### src/rtl/core/sst_pkg.sv
`timescale 1ns / 1ps
// shared types and constants for the sorted slot table
package sst_pkg;

  localparam int SLOTS  = 64;
  localparam int SLOT_W = $clog2(SLOTS);
  localparam int CNT_W  = SLOT_W + 1;
  localparam int KEY_W  = 16;

  // command codes, code 3 is unused
  typedef enum logic [1:0] {
    CMD_ADD    = 2'd0,
    CMD_REMOVE = 2'd1,
    CMD_READ   = 2'd2
  } cmd_e;

  // sequencer states
  typedef enum logic [2:0] {
    ST_IDLE,
    ST_ADD_LINK,
    ST_ADD_SCAN,
    ST_ADD_PUT,
    ST_RM_SCAN,
    ST_RM_END,
    ST_RD_GET,
    ST_FINISH
  } state_e;

  // request payload
  typedef struct packed {
    logic [1:0]              cmd;
    logic signed [KEY_W-1:0] depth_key;
    logic [SLOT_W-1:0]       slot_sel;
    logic [SLOT_W-1:0]       rank_sel;
  } req_t;

  // response payload
  typedef struct packed {
    logic                    ok;
    logic [SLOT_W-1:0]       slot_out;
    logic [CNT_W-1:0]        change_rank;
    logic signed [KEY_W-1:0] key_out;
    logic [CNT_W-1:0]        entry_count;
  } rsp_t;

  // one entry of the sorted table
  typedef struct packed {
    logic [SLOT_W-1:0]       slot;
    logic signed [KEY_W-1:0] key;
  } entry_t;

endpackage

### src/rtl/core/sorted_slot_table.sv
`timescale 1ns / 1ps
// slot pool with lifo free list and key-sorted entry table
//
//   channel   direction  payload  handshake
//   in        request    req_t    in_valid_i / in_stall_o
//   out       response   rsp_t    out_valid_o / out_stall_i
//
// the walk over the sorted table moves one entry per cycle through its
// single read port and single write port.
// reset needs no clearing pass: per-slot valid bits give the initial chain.
// one request is in work at a time; a new one is taken while the previous
// response still waits on a stalled output.
module sorted_slot_table (
  input  logic          clk_i,
  input  logic          rst_ni,
  input  logic          in_valid_i,
  output logic          in_stall_o,
  input  sst_pkg::req_t in_req_i,
  output logic          out_valid_o,
  input  logic          out_stall_i,
  output sst_pkg::rsp_t out_rsp_o
);
  import sst_pkg::*;

  // control state
  state_e            state_q, state_d;
  logic [CNT_W-1:0]  free_head_q, free_head_d;
  logic [CNT_W-1:0]  count_q, count_d;
  logic [SLOTS-1:0]  link_vld_q, link_vld_d;
  logic              more_q, more_d;
  logic              found_q, found_d;
  logic              out_vld_q, out_vld_d;
  logic              rd_vld_q;

  // payload state
  logic [SLOT_W-1:0]       slot_q, slot_d;
  logic signed [KEY_W-1:0] key_q, key_d;
  logic [SLOT_W-1:0]       pos_q, pos_d;
  logic [CNT_W-1:0]        scan_q, scan_d;
  logic [SLOT_W-1:0]       rd_idx_q;
  rsp_t                    res_q, res_d;
  rsp_t                    out_q, out_d;

  // memories
  entry_t           tbl_mem [SLOTS];
  entry_t           rd_data_q;
  logic [CNT_W-1:0] link_mem [SLOTS];
  logic [CNT_W-1:0] link_rd_q;

  // memory ports
  logic              tbl_we, tbl_re, link_we;
  logic [SLOT_W-1:0] tbl_wa, tbl_ra;
  entry_t            tbl_wd;

  // decoded conditions
  logic in_acc, out_free, pool_ok, rank_ok, last_cmp, add_stop;

  assign in_acc   = in_valid_i && (state_q == ST_IDLE);
  assign out_free = !out_vld_q || !out_stall_i;
  assign pool_ok  = (free_head_q < CNT_W'(SLOTS)) && (count_q < CNT_W'(SLOTS));
  assign rank_ok  = {1'b0, in_req_i.rank_sel} < count_q;
  assign last_cmp = rd_vld_q && ({1'b0, rd_idx_q} == (count_q - CNT_W'(1)));
  assign add_stop = rd_vld_q && (rd_data_q.key <= key_q);

  assign in_stall_o  = (state_q != ST_IDLE);
  assign out_valid_o = out_vld_q;
  assign out_rsp_o   = out_q;

  // next state
  always_comb begin
    state_d = state_q;
    unique case (state_q)
      ST_IDLE: begin
        if (in_valid_i) begin
          unique case (in_req_i.cmd)
            CMD_ADD:    state_d = pool_ok ? ST_ADD_LINK : ST_FINISH;
            CMD_REMOVE: state_d = (count_q == '0) ? ST_RM_END : ST_RM_SCAN;
            CMD_READ:   state_d = rank_ok ? ST_RD_GET : ST_FINISH;
            default:    state_d = ST_FINISH;
          endcase
        end
      end
      ST_ADD_LINK: state_d = (count_q == '0) ? ST_ADD_PUT : ST_ADD_SCAN;
      ST_ADD_SCAN: begin
        if (add_stop || (rd_vld_q && rd_idx_q == '0)) state_d = ST_ADD_PUT;
      end
      ST_ADD_PUT:  state_d = ST_FINISH;
      ST_RM_SCAN: begin
        if (last_cmp) state_d = ST_RM_END;
      end
      ST_RM_END:   state_d = ST_FINISH;
      ST_RD_GET:   state_d = ST_FINISH;
      ST_FINISH: begin
        if (out_free) state_d = ST_IDLE;
      end
      default:     state_d = ST_IDLE;
    endcase
  end

  // datapath and memory controls
  always_comb begin
    free_head_d = free_head_q;
    count_d     = count_q;
    link_vld_d  = link_vld_q;
    more_d      = more_q;
    found_d     = found_q;
    slot_d      = slot_q;
    key_d       = key_q;
    pos_d       = pos_q;
    scan_d      = scan_q;
    res_d       = res_q;
    out_d       = out_q;
    out_vld_d   = out_vld_q && out_stall_i;
    tbl_we      = 1'b0;
    tbl_wa      = '0;
    tbl_wd      = rd_data_q;
    tbl_re      = 1'b0;
    tbl_ra      = '0;
    link_we     = 1'b0;

    unique case (state_q)
      ST_IDLE: begin
        if (in_acc) begin
          res_d   = '0;
          key_d   = in_req_i.depth_key;
          pos_d   = '0;
          found_d = 1'b0;
          unique case (in_req_i.cmd)
            CMD_ADD: begin
              slot_d = free_head_q[SLOT_W-1:0];
              scan_d = count_q - CNT_W'(1);
              more_d = 1'b1;
            end
            CMD_REMOVE: begin
              slot_d = in_req_i.slot_sel;
              scan_d = '0;
              more_d = (count_q != '0);
            end
            CMD_READ: begin
              tbl_re = rank_ok;
              tbl_ra = in_req_i.rank_sel;
            end
            default: begin
              more_d = 1'b0;
            end
          endcase
        end
      end

      // pop the free list head
      ST_ADD_LINK: begin
        free_head_d = link_vld_q[slot_q] ? link_rd_q : (CNT_W'(slot_q) + CNT_W'(1));
      end

      // walk down from the top, moving larger keys up by one
      ST_ADD_SCAN: begin
        if (more_q) begin
          tbl_re = 1'b1;
          tbl_ra = scan_q[SLOT_W-1:0];
          scan_d = scan_q - CNT_W'(1);
          more_d = (scan_q != '0);
        end
        if (rd_vld_q) begin
          if (add_stop) begin
            pos_d = rd_idx_q + SLOT_W'(1);
          end else begin
            tbl_we = 1'b1;
            tbl_wa = rd_idx_q + SLOT_W'(1);
            tbl_wd = rd_data_q;
            pos_d  = rd_idx_q;
          end
        end
      end

      ST_ADD_PUT: begin
        tbl_we            = 1'b1;
        tbl_wa            = pos_q;
        tbl_wd            = '{slot: slot_q, key: key_q};
        count_d           = count_q + CNT_W'(1);
        res_d.ok          = 1'b1;
        res_d.slot_out    = slot_q;
        res_d.change_rank = CNT_W'(pos_q);
      end

      // walk up from the bottom, closing the gap once the slot is found
      ST_RM_SCAN: begin
        if (more_q) begin
          tbl_re = 1'b1;
          tbl_ra = scan_q[SLOT_W-1:0];
          scan_d = scan_q + CNT_W'(1);
          more_d = (scan_q + CNT_W'(1)) < count_q;
        end
        if (rd_vld_q) begin
          if (found_q) begin
            tbl_we = 1'b1;
            tbl_wa = rd_idx_q - SLOT_W'(1);
            tbl_wd = rd_data_q;
          end else if (rd_data_q.slot == slot_q) begin
            found_d = 1'b1;
            pos_d   = rd_idx_q;
          end
        end
      end

      // push the slot back on the free list
      ST_RM_END: begin
        if (found_q) begin
          count_d            = count_q - CNT_W'(1);
          link_we            = 1'b1;
          link_vld_d[slot_q] = 1'b1;
          free_head_d        = CNT_W'(slot_q);
          res_d.ok           = 1'b1;
          res_d.change_rank  = CNT_W'(pos_q);
        end
      end

      ST_RD_GET: begin
        res_d.ok       = 1'b1;
        res_d.slot_out = rd_data_q.slot;
        res_d.key_out  = rd_data_q.key;
      end

      ST_FINISH: begin
        if (out_free) begin
          out_d             = res_q;
          out_d.entry_count = count_q;
          out_vld_d         = 1'b1;
        end
      end

      default: begin
        more_d = 1'b0;
      end
    endcase
  end

  // control registers
  always_ff @(posedge clk_i or negedge rst_ni) begin
    if (!rst_ni) begin
      state_q     <= ST_IDLE;
      free_head_q <= '0;
      count_q     <= '0;
      link_vld_q  <= '0;
      more_q      <= 1'b0;
      found_q     <= 1'b0;
      out_vld_q   <= 1'b0;
      rd_vld_q    <= 1'b0;
    end else begin
      state_q     <= state_d;
      free_head_q <= free_head_d;
      count_q     <= count_d;
      link_vld_q  <= link_vld_d;
      more_q      <= more_d;
      found_q     <= found_d;
      out_vld_q   <= out_vld_d;
      rd_vld_q    <= tbl_re;
    end
  end

  // payload registers
  always_ff @(posedge clk_i) begin
    slot_q   <= slot_d;
    key_q    <= key_d;
    pos_q    <= pos_d;
    scan_q   <= scan_d;
    res_q    <= res_d;
    out_q    <= out_d;
    rd_idx_q <= tbl_ra;
  end

  // sorted entry table
  always_ff @(posedge clk_i) begin
    if (tbl_we) tbl_mem[tbl_wa] <= tbl_wd;
    if (tbl_re) rd_data_q <= tbl_mem[tbl_ra];
  end

  // free list links, read at the current head
  always_ff @(posedge clk_i) begin
    if (link_we) link_mem[slot_q] <= free_head_q;
    link_rd_q <= link_mem[free_head_q[SLOT_W-1:0]];
  end

endmodule

### config.mk
export PLATFORM = sky130hd
export DESIGN_NAME = sorted_slot_table
export DESIGN_NICKNAME = d
export VERILOG_FILES = /design/src/rtl/core/sst_pkg.sv /design/src/rtl/core/sorted_slot_table.sv
export SDC_FILE = /design/constraint.sdc
export NUM_CORES = 2
export LEC_CHECK = 0
export BUFFER_PORTS_ARGS = -buffer_cell sky130_fd_sc_hd__buf_2
export CORE_UTILIZATION = 55
export DETAILED_ROUTE_END_ITERATION = 8
export PLACE_DENSITY = 0.83
export SLEW_MARGIN = 20
export SYNTH_ARGS = -nofsm -noshare
export SYNTH_HDL_FRONTEND = slang
export SYNTH_SLANG_ARGS = --single-unit
### constraint.sdc
create_clock -name clk_i -period 6.8 [get_ports clk_i]
set_input_delay 1.36 -clock clk_i [delete_from_list [all_inputs] [get_ports clk_i]]
set_output_delay 1.36 -clock clk_i [all_outputs]
set_load 0.05 [all_outputs]
# After elaboration in Yosys (flattened, before gate mapping)

Memory sizes are Yosys's and may differ from the RTL's. A register that Yosys moved wholly into a read port is not among the register bits.
Cells that the tools add are included.

Memories: 2
Memory bits (writable): 1856
Flip-flop bits (word level): 193
Input bits: 34

Memories:

| name     | words | width | rd ports | clocked after Yosys merged registers in | wr ports | line                    | RTL |
|---|---|---|---|---|---|---|---|
| tbl_mem  | 64    | 22    | 1        | 1                                       | 1        | sorted_slot_table.sv:45 | `entry_t tbl_mem [SLOTS];` |
| link_mem | 64    | 7     | 1        | 1                                       | 1        | sorted_slot_table.sv:47 | `logic [CNT_W-1:0] link_mem [SLOTS];` |

Reductions and logical operators: 45
Eq/ne operators: 25
Magnitude comparators: 7
Add/subtract/negate cells: 7
Bitwise gates (word level): 1
Multiplexer cells: 75

Operators by type and width:

| operator                                                           | count |
|---|---|
| 6-bit two-way mux                                                  | 13 |
| 64-bit OR                                                          | 1 |
| 6-bit case mux with 3 select lines                                 | 3 |
| 7-bit two-way mux                                                  | 7 |
| 7-bit case mux with 2 select lines                                 | 3 |
| 7-bit case mux with 3 select lines                                 | 2 |
| 37-bit two-way mux                                                 | 1 |
| 16-bit case mux with 2 select lines                                | 1 |
| 1-bit two-way mux                                                  | 27 |
| 2-bit inequality test, second input constant                       | 13 |
| 6-bit case mux with 2 select lines                                 | 2 |
| 22-bit two-way mux                                                 | 1 |
| 3-bit case mux with 6 select lines                                 | 1 |
| 16-bit less-or-equal comparator                                    | 1 |
| 3-bit two-way mux                                                  | 5 |
| 3-bit AND reduction                                                | 5 |
| 3-bit nonzero test                                                 | 5 |
| 7-bit by 1-bit adder with 7-bit output, second input constant      | 2 |
| 7-bit less-than comparator, second input constant                  | 2 |
| 2-bit AND reduction                                                | 7 |
| 7-bit nonzero test                                                 | 2 |
| 7-bit by 1-bit subtractor with 7-bit output, second input constant | 2 |
| 3-bit equality test, second input constant                         | 4 |
| 1-bit case mux with 3 select lines                                 | 4 |
| 31 further kinds                                                   | 46 |

# Logic depth before layout (Yosys ltp)

Word-level depth: 7
Gate-level depth with buffers: 17
Gate-level depth less buffers: 15

# Least setup slack after synthesis

No wires, ideal clock.

Path kind: register to register
Start: reg rd_data_q[15] (netlist name)
End: mem tbl_mem[32][0] in the netlist's numbering (enable)
Buffers on the path: 2
Slack: 1773 ps
Cell stages (with the launch flop): 16
Arrival: 4599 ps
Library setup time: 429 ps
Clock period less this slack: 5027 ps
Cell sequence: edfxtp_1 ha_1 buf_4 nand4_2 or2_2 nor2_1 o21a_1 buf_2 or4_1 and2_1 o21ai_1 ha_1 a32oi_1 a21boi_0 nand3_1 nor3_1

Cells in the longest elaborated chain, start to end: 7
Elaborated cells on any way between the ends: 10
Those cells by class: 1 x order compare; 8 x mux; 1 x reduce/logical

RTL lines:

| item                                    | line                     | RTL |
|---|---|---|
| 16-bit less-or-equal comparator *       | sorted_slot_table.sv:63  | `assign add_stop = rd_vld_q && (rd_data_q.key <= key_q);` |
| 1-bit logical AND *                     | sorted_slot_table.sv:63  |  |
| 1-bit two-way mux                       | sorted_slot_table.sv:164 | `if (add_stop) begin` |
| 1-bit two-way mux                       | sorted_slot_table.sv:163 | `if (rd_vld_q) begin` |
| 1-bit case mux with 3 select lines      | sorted_slot_table.sv:121 | `unique case (state_q)` |
| 1-bit two-way mux                       | sorted_slot_table.sv:273 | `if (tbl_we) tbl_mem[tbl_wa] <= tbl_wd;` |
| 1-bit two-way mux (implied by the code) | sorted_slot_table.sv:273 |  |
| end: declaration                        | sorted_slot_table.sv:45  |  |

Every way passes the cells marked *; elsewhere a longest branch is shown, timed or not.

# Final worst setup path

Start: reg key_q[5]
End: mem tbl_mem[43][1] in the netlist's numbering (enable)

Cells in the longest elaborated chain, start to end: 7
Elaborated cells on any way between the ends: 10
Those cells by class: 1 x order compare; 8 x mux; 1 x reduce/logical

RTL lines:

| item                                    | line                     | RTL |
|---|---|---|
| start: declaration                      | sorted_slot_table.sv:37  | `logic signed [KEY_W-1:0] key_q, key_d;` |
| start signal: assignment                | sorted_slot_table.sv:263 | `key_q <= key_d;` |
| 16-bit less-or-equal comparator *       | sorted_slot_table.sv:63  |  |
| 1-bit logical AND *                     | sorted_slot_table.sv:63  |  |
| 1-bit two-way mux                       | sorted_slot_table.sv:164 |  |
| 1-bit two-way mux                       | sorted_slot_table.sv:163 |  |
| 1-bit case mux with 3 select lines      | sorted_slot_table.sv:121 |  |
| 1-bit two-way mux                       | sorted_slot_table.sv:273 |  |
| 1-bit two-way mux (implied by the code) | sorted_slot_table.sv:273 |  |

Marked as above.

==> metrics <==
status finished clean; Synth Warn # 0; top sig layer met5; Critical Path Source Type flip-flop; Die Y-Extent 392 um; unrepaired setup endpoints after global routing no; Max rail drop VDD 0.315 mV; CP delay by family, top simple AND/OR/NAND/NOR gates; Port Buffers 71; overall die width 392 um; largest net degree at the start of global routing 173; pwr/cell area 378 nW/um^2; Routed WL 225 mm; Worst Path Buf+Inv 2; Congestion Overflow GR 0; CTS Hold Bufs 0; FP Rows 142; Main synth FF type edfxtp_1; die area 153000 um^2; Nets 5653; top-area cell type share of the netlist area 0.711; Initial Util 0.556; FILL cells 10015; Setup TNS 0 ns; total global-route track usage 0.291; WL met1 76.5 mm; Routed Antenna Nets 0; Sink Count 2076; setup bufs post-CTS 0; number of global-route vias before repair 49735; Setup violations, final 0; Met2 Wirelength 105 mm; htree depth 4; DP Wirelength 131 mm; commonest non-fill, non-tap cell in the layout edfxtp_1; final instance area 93000 um^2; max cap viols 0; CTS Buf Count 191; Leak 0.0311 uW; Avg Vias per Cell 6.71; Netlist Area Pre-Place 83500 um^2; Synth Instances 5492; cell taking the most area after synthesis edfxtp_1; WL/cell 29.0 um; Placer Congestion 0.996; first-pass GRT wire length 327 mm; Cell Area, Placed 87000 um^2; DR WL met3 31.3 mm; CTS tree done; Critical Path AT 5.88 ns; Root Driver clkbuf_16; Final period util 0.788; share of cells above drive strength 1 0.152; post-route minimum period 5.36 ns; IO Count 73; post-cts resize count 0; core area 150000 um^2; 1st-pass router iterations 7; clock transition at the registers of the reported paths 0.07 ns; # DRC 0; initial drt markers 8513; Slew Viols, Final 0; clk_skew 0.0574 ns; WS Path Type flip-flop to flip-flop; data required time of the worst path 7.32 ns; worst-path maximum fanout 17; R2R Setup Slk 1.44 ns; number of synthesized flops with an enable pin 1978; Worst Hold Class input port to asynchronous set/reset pin; cell chain of the critical path inv_1 > ha_1 > a21o_1 > a21o_1 > a21oi_1 > o22ai_2 > or4_1 > and2_1 > o21ai_1 > ha_1 > a32oi_1 > a21boi_0 > a31oi_1 > nand3_1 > nor2_2 > buf_4; Seq/Total Area, Yosys 0.740; routed vias 51993; Worst path slowest cell nand3_1; CP max stage delay 0.68 ns; Fin. Hold Viols 0; worst-skew pair later-pin latency 0.84 ns; Synth Register Bits 2076; asr flop ratio synth 0.0409; Layout area overhead 11.4%; most frequent cells in the layout 1978 x edfxtp_1, 997 x nand2_1, 269 x a31oi_1; Yosys cell types 86; Mean Syn Cell Area 15.2 um^2; synth top area cells edfxtp_1 71%, nand2_1 4.5%, mux4_2 4.1%; antenna violations before repair 11; slew at the pin with the worst max-slew slack 1.19 ns; maximum clock insertion buffer count 3; worst rel slew slack 0.204; crit end category flip-flop; syn nets 5567; Fmax 187 MHz
worst reg2reg max path, stage by stage (launching register included):
cell and delay [ns]:
edfxtp_1 0.37, inv_1 0.13, ha_1 0.26, a21o_1 0.17
a21o_1 0.17, a21oi_1 0.32, o22ai_2 0.22, or4_1 0.54
and2_1 0.20, o21ai_1 0.28, ha_1 0.20, a32oi_1 0.10
a21boi_0 0.21, a31oi_1 0.26, nand3_1 0.68, nor2_2 0.58
buf_4 0.35
report_power, final:
group	switching (uW)	internal [uW]
combinational	5800	2360
sequential	518	16100
clock	4660	5710
stage by stage:
step,setup slack [ns],instances,total power (uW),util,hold slack [ns]
floorplan,1.77,5492,21600,-,0.400
global placement,1.33,7400,24400,0.579,0.407
detailed placement,1.26,7400,24700,0.579,0.412
CTS,1.61,7746,34900,0.619,0.361
global route,1.32,7747,36000,0.619,0.389
finish,1.44,7749,35200,0.619,0.385
routing by layer:
| layer | global-route usage | vias up |
|---|---|---|
| li1 | - | 21462 |
| met1 | 0.382 | 25639 |
| met2 | 0.453 | 4178 |
| met3 | 0.0791 | 702 |
| met4 | 0.136 | 12 |
| met5 | 0 | - |
cells in the mapped netlist (all sizes together) (6+ instances only):
cell / n
a211oi: 188
a21boi: 6
a21o: 31
a21oi: 30
a221o: 23
a221oi: 30
a22o: 26
a22oi: 57
a31oi: 269
a32oi: 90
and2: 27
and3: 252
buf: 156
clkbuf: 214
dfrtp: 85
dfxtp: 13
edfxtp: 1978
ha: 40
inv: 45
mux2: 8
mux2i: 105
mux4: 153
nand2: 1001
nand3: 131
nand4: 18
nor2: 143
nor2b: 11
nor3: 76
o2111ai: 21
o211ai: 10
o21a: 9
o21ai: 65
o31ai: 9
or2: 68
or3: 7
xnor2: 23
xor2: 16
layout make-up:
type	count	area (um^2)	share of cell area
Sequential cell	2076	61800	0.664
Multi-Input combinational cell	2999	20500	0.220
Clock buffer	258	5110	0.0549
Tap cell	2016	2520	0.0271
Timing Repair Buffer	263	2030	0.0218
Clock inverter	88	870	0.00935
Inverter	47	191	0.00206
Antenna cell	2	5.00	0.0000538
sequential cells by signal, indices dropped and copies added (netlist names), 16 cells and up:
register / count
key_q: 16
out_rsp_o: 36
rd_data_q: 22
link_vld_q: 64
tbl_mem: 1408
link_mem: 448
res_q: 29
cell families after synthesis:
| family | count (synthesis) | synth area share |
|---|---|---|
| muxes | 266 | 0.0549 |
| xor gates and xnor gates | 39 | 0.00418 |
| and+or+nand+nor | 1756 | 0.0950 |
| AOI/OAI and AO/OA | 896 | 0.0781 |
| buffers and inverters | 417 | 0.0218 |
| adders and majority gates | 41 | 0.00623 |
| DFF | 2076 | 0.740 |
| other | 1 | 0.0000449 |
final timing paths:
path	from	end	cells past startpoint
hold / removal	rst_ni	link_vld_q[38]	1
min in group clk_i	res_q[8]	out_rsp_o[8]	0
setup / recovery	key_q[5]	tbl_mem[43][1]	16
max in group asynchronous	rst_ni	free_head_q[2]	2
hold reg to reg	res_q[8]	out_rsp_o[8]	0
setup reg to reg	key_q[5]	tbl_mem[43][1]	16
(Power assumes the default switching activity.)
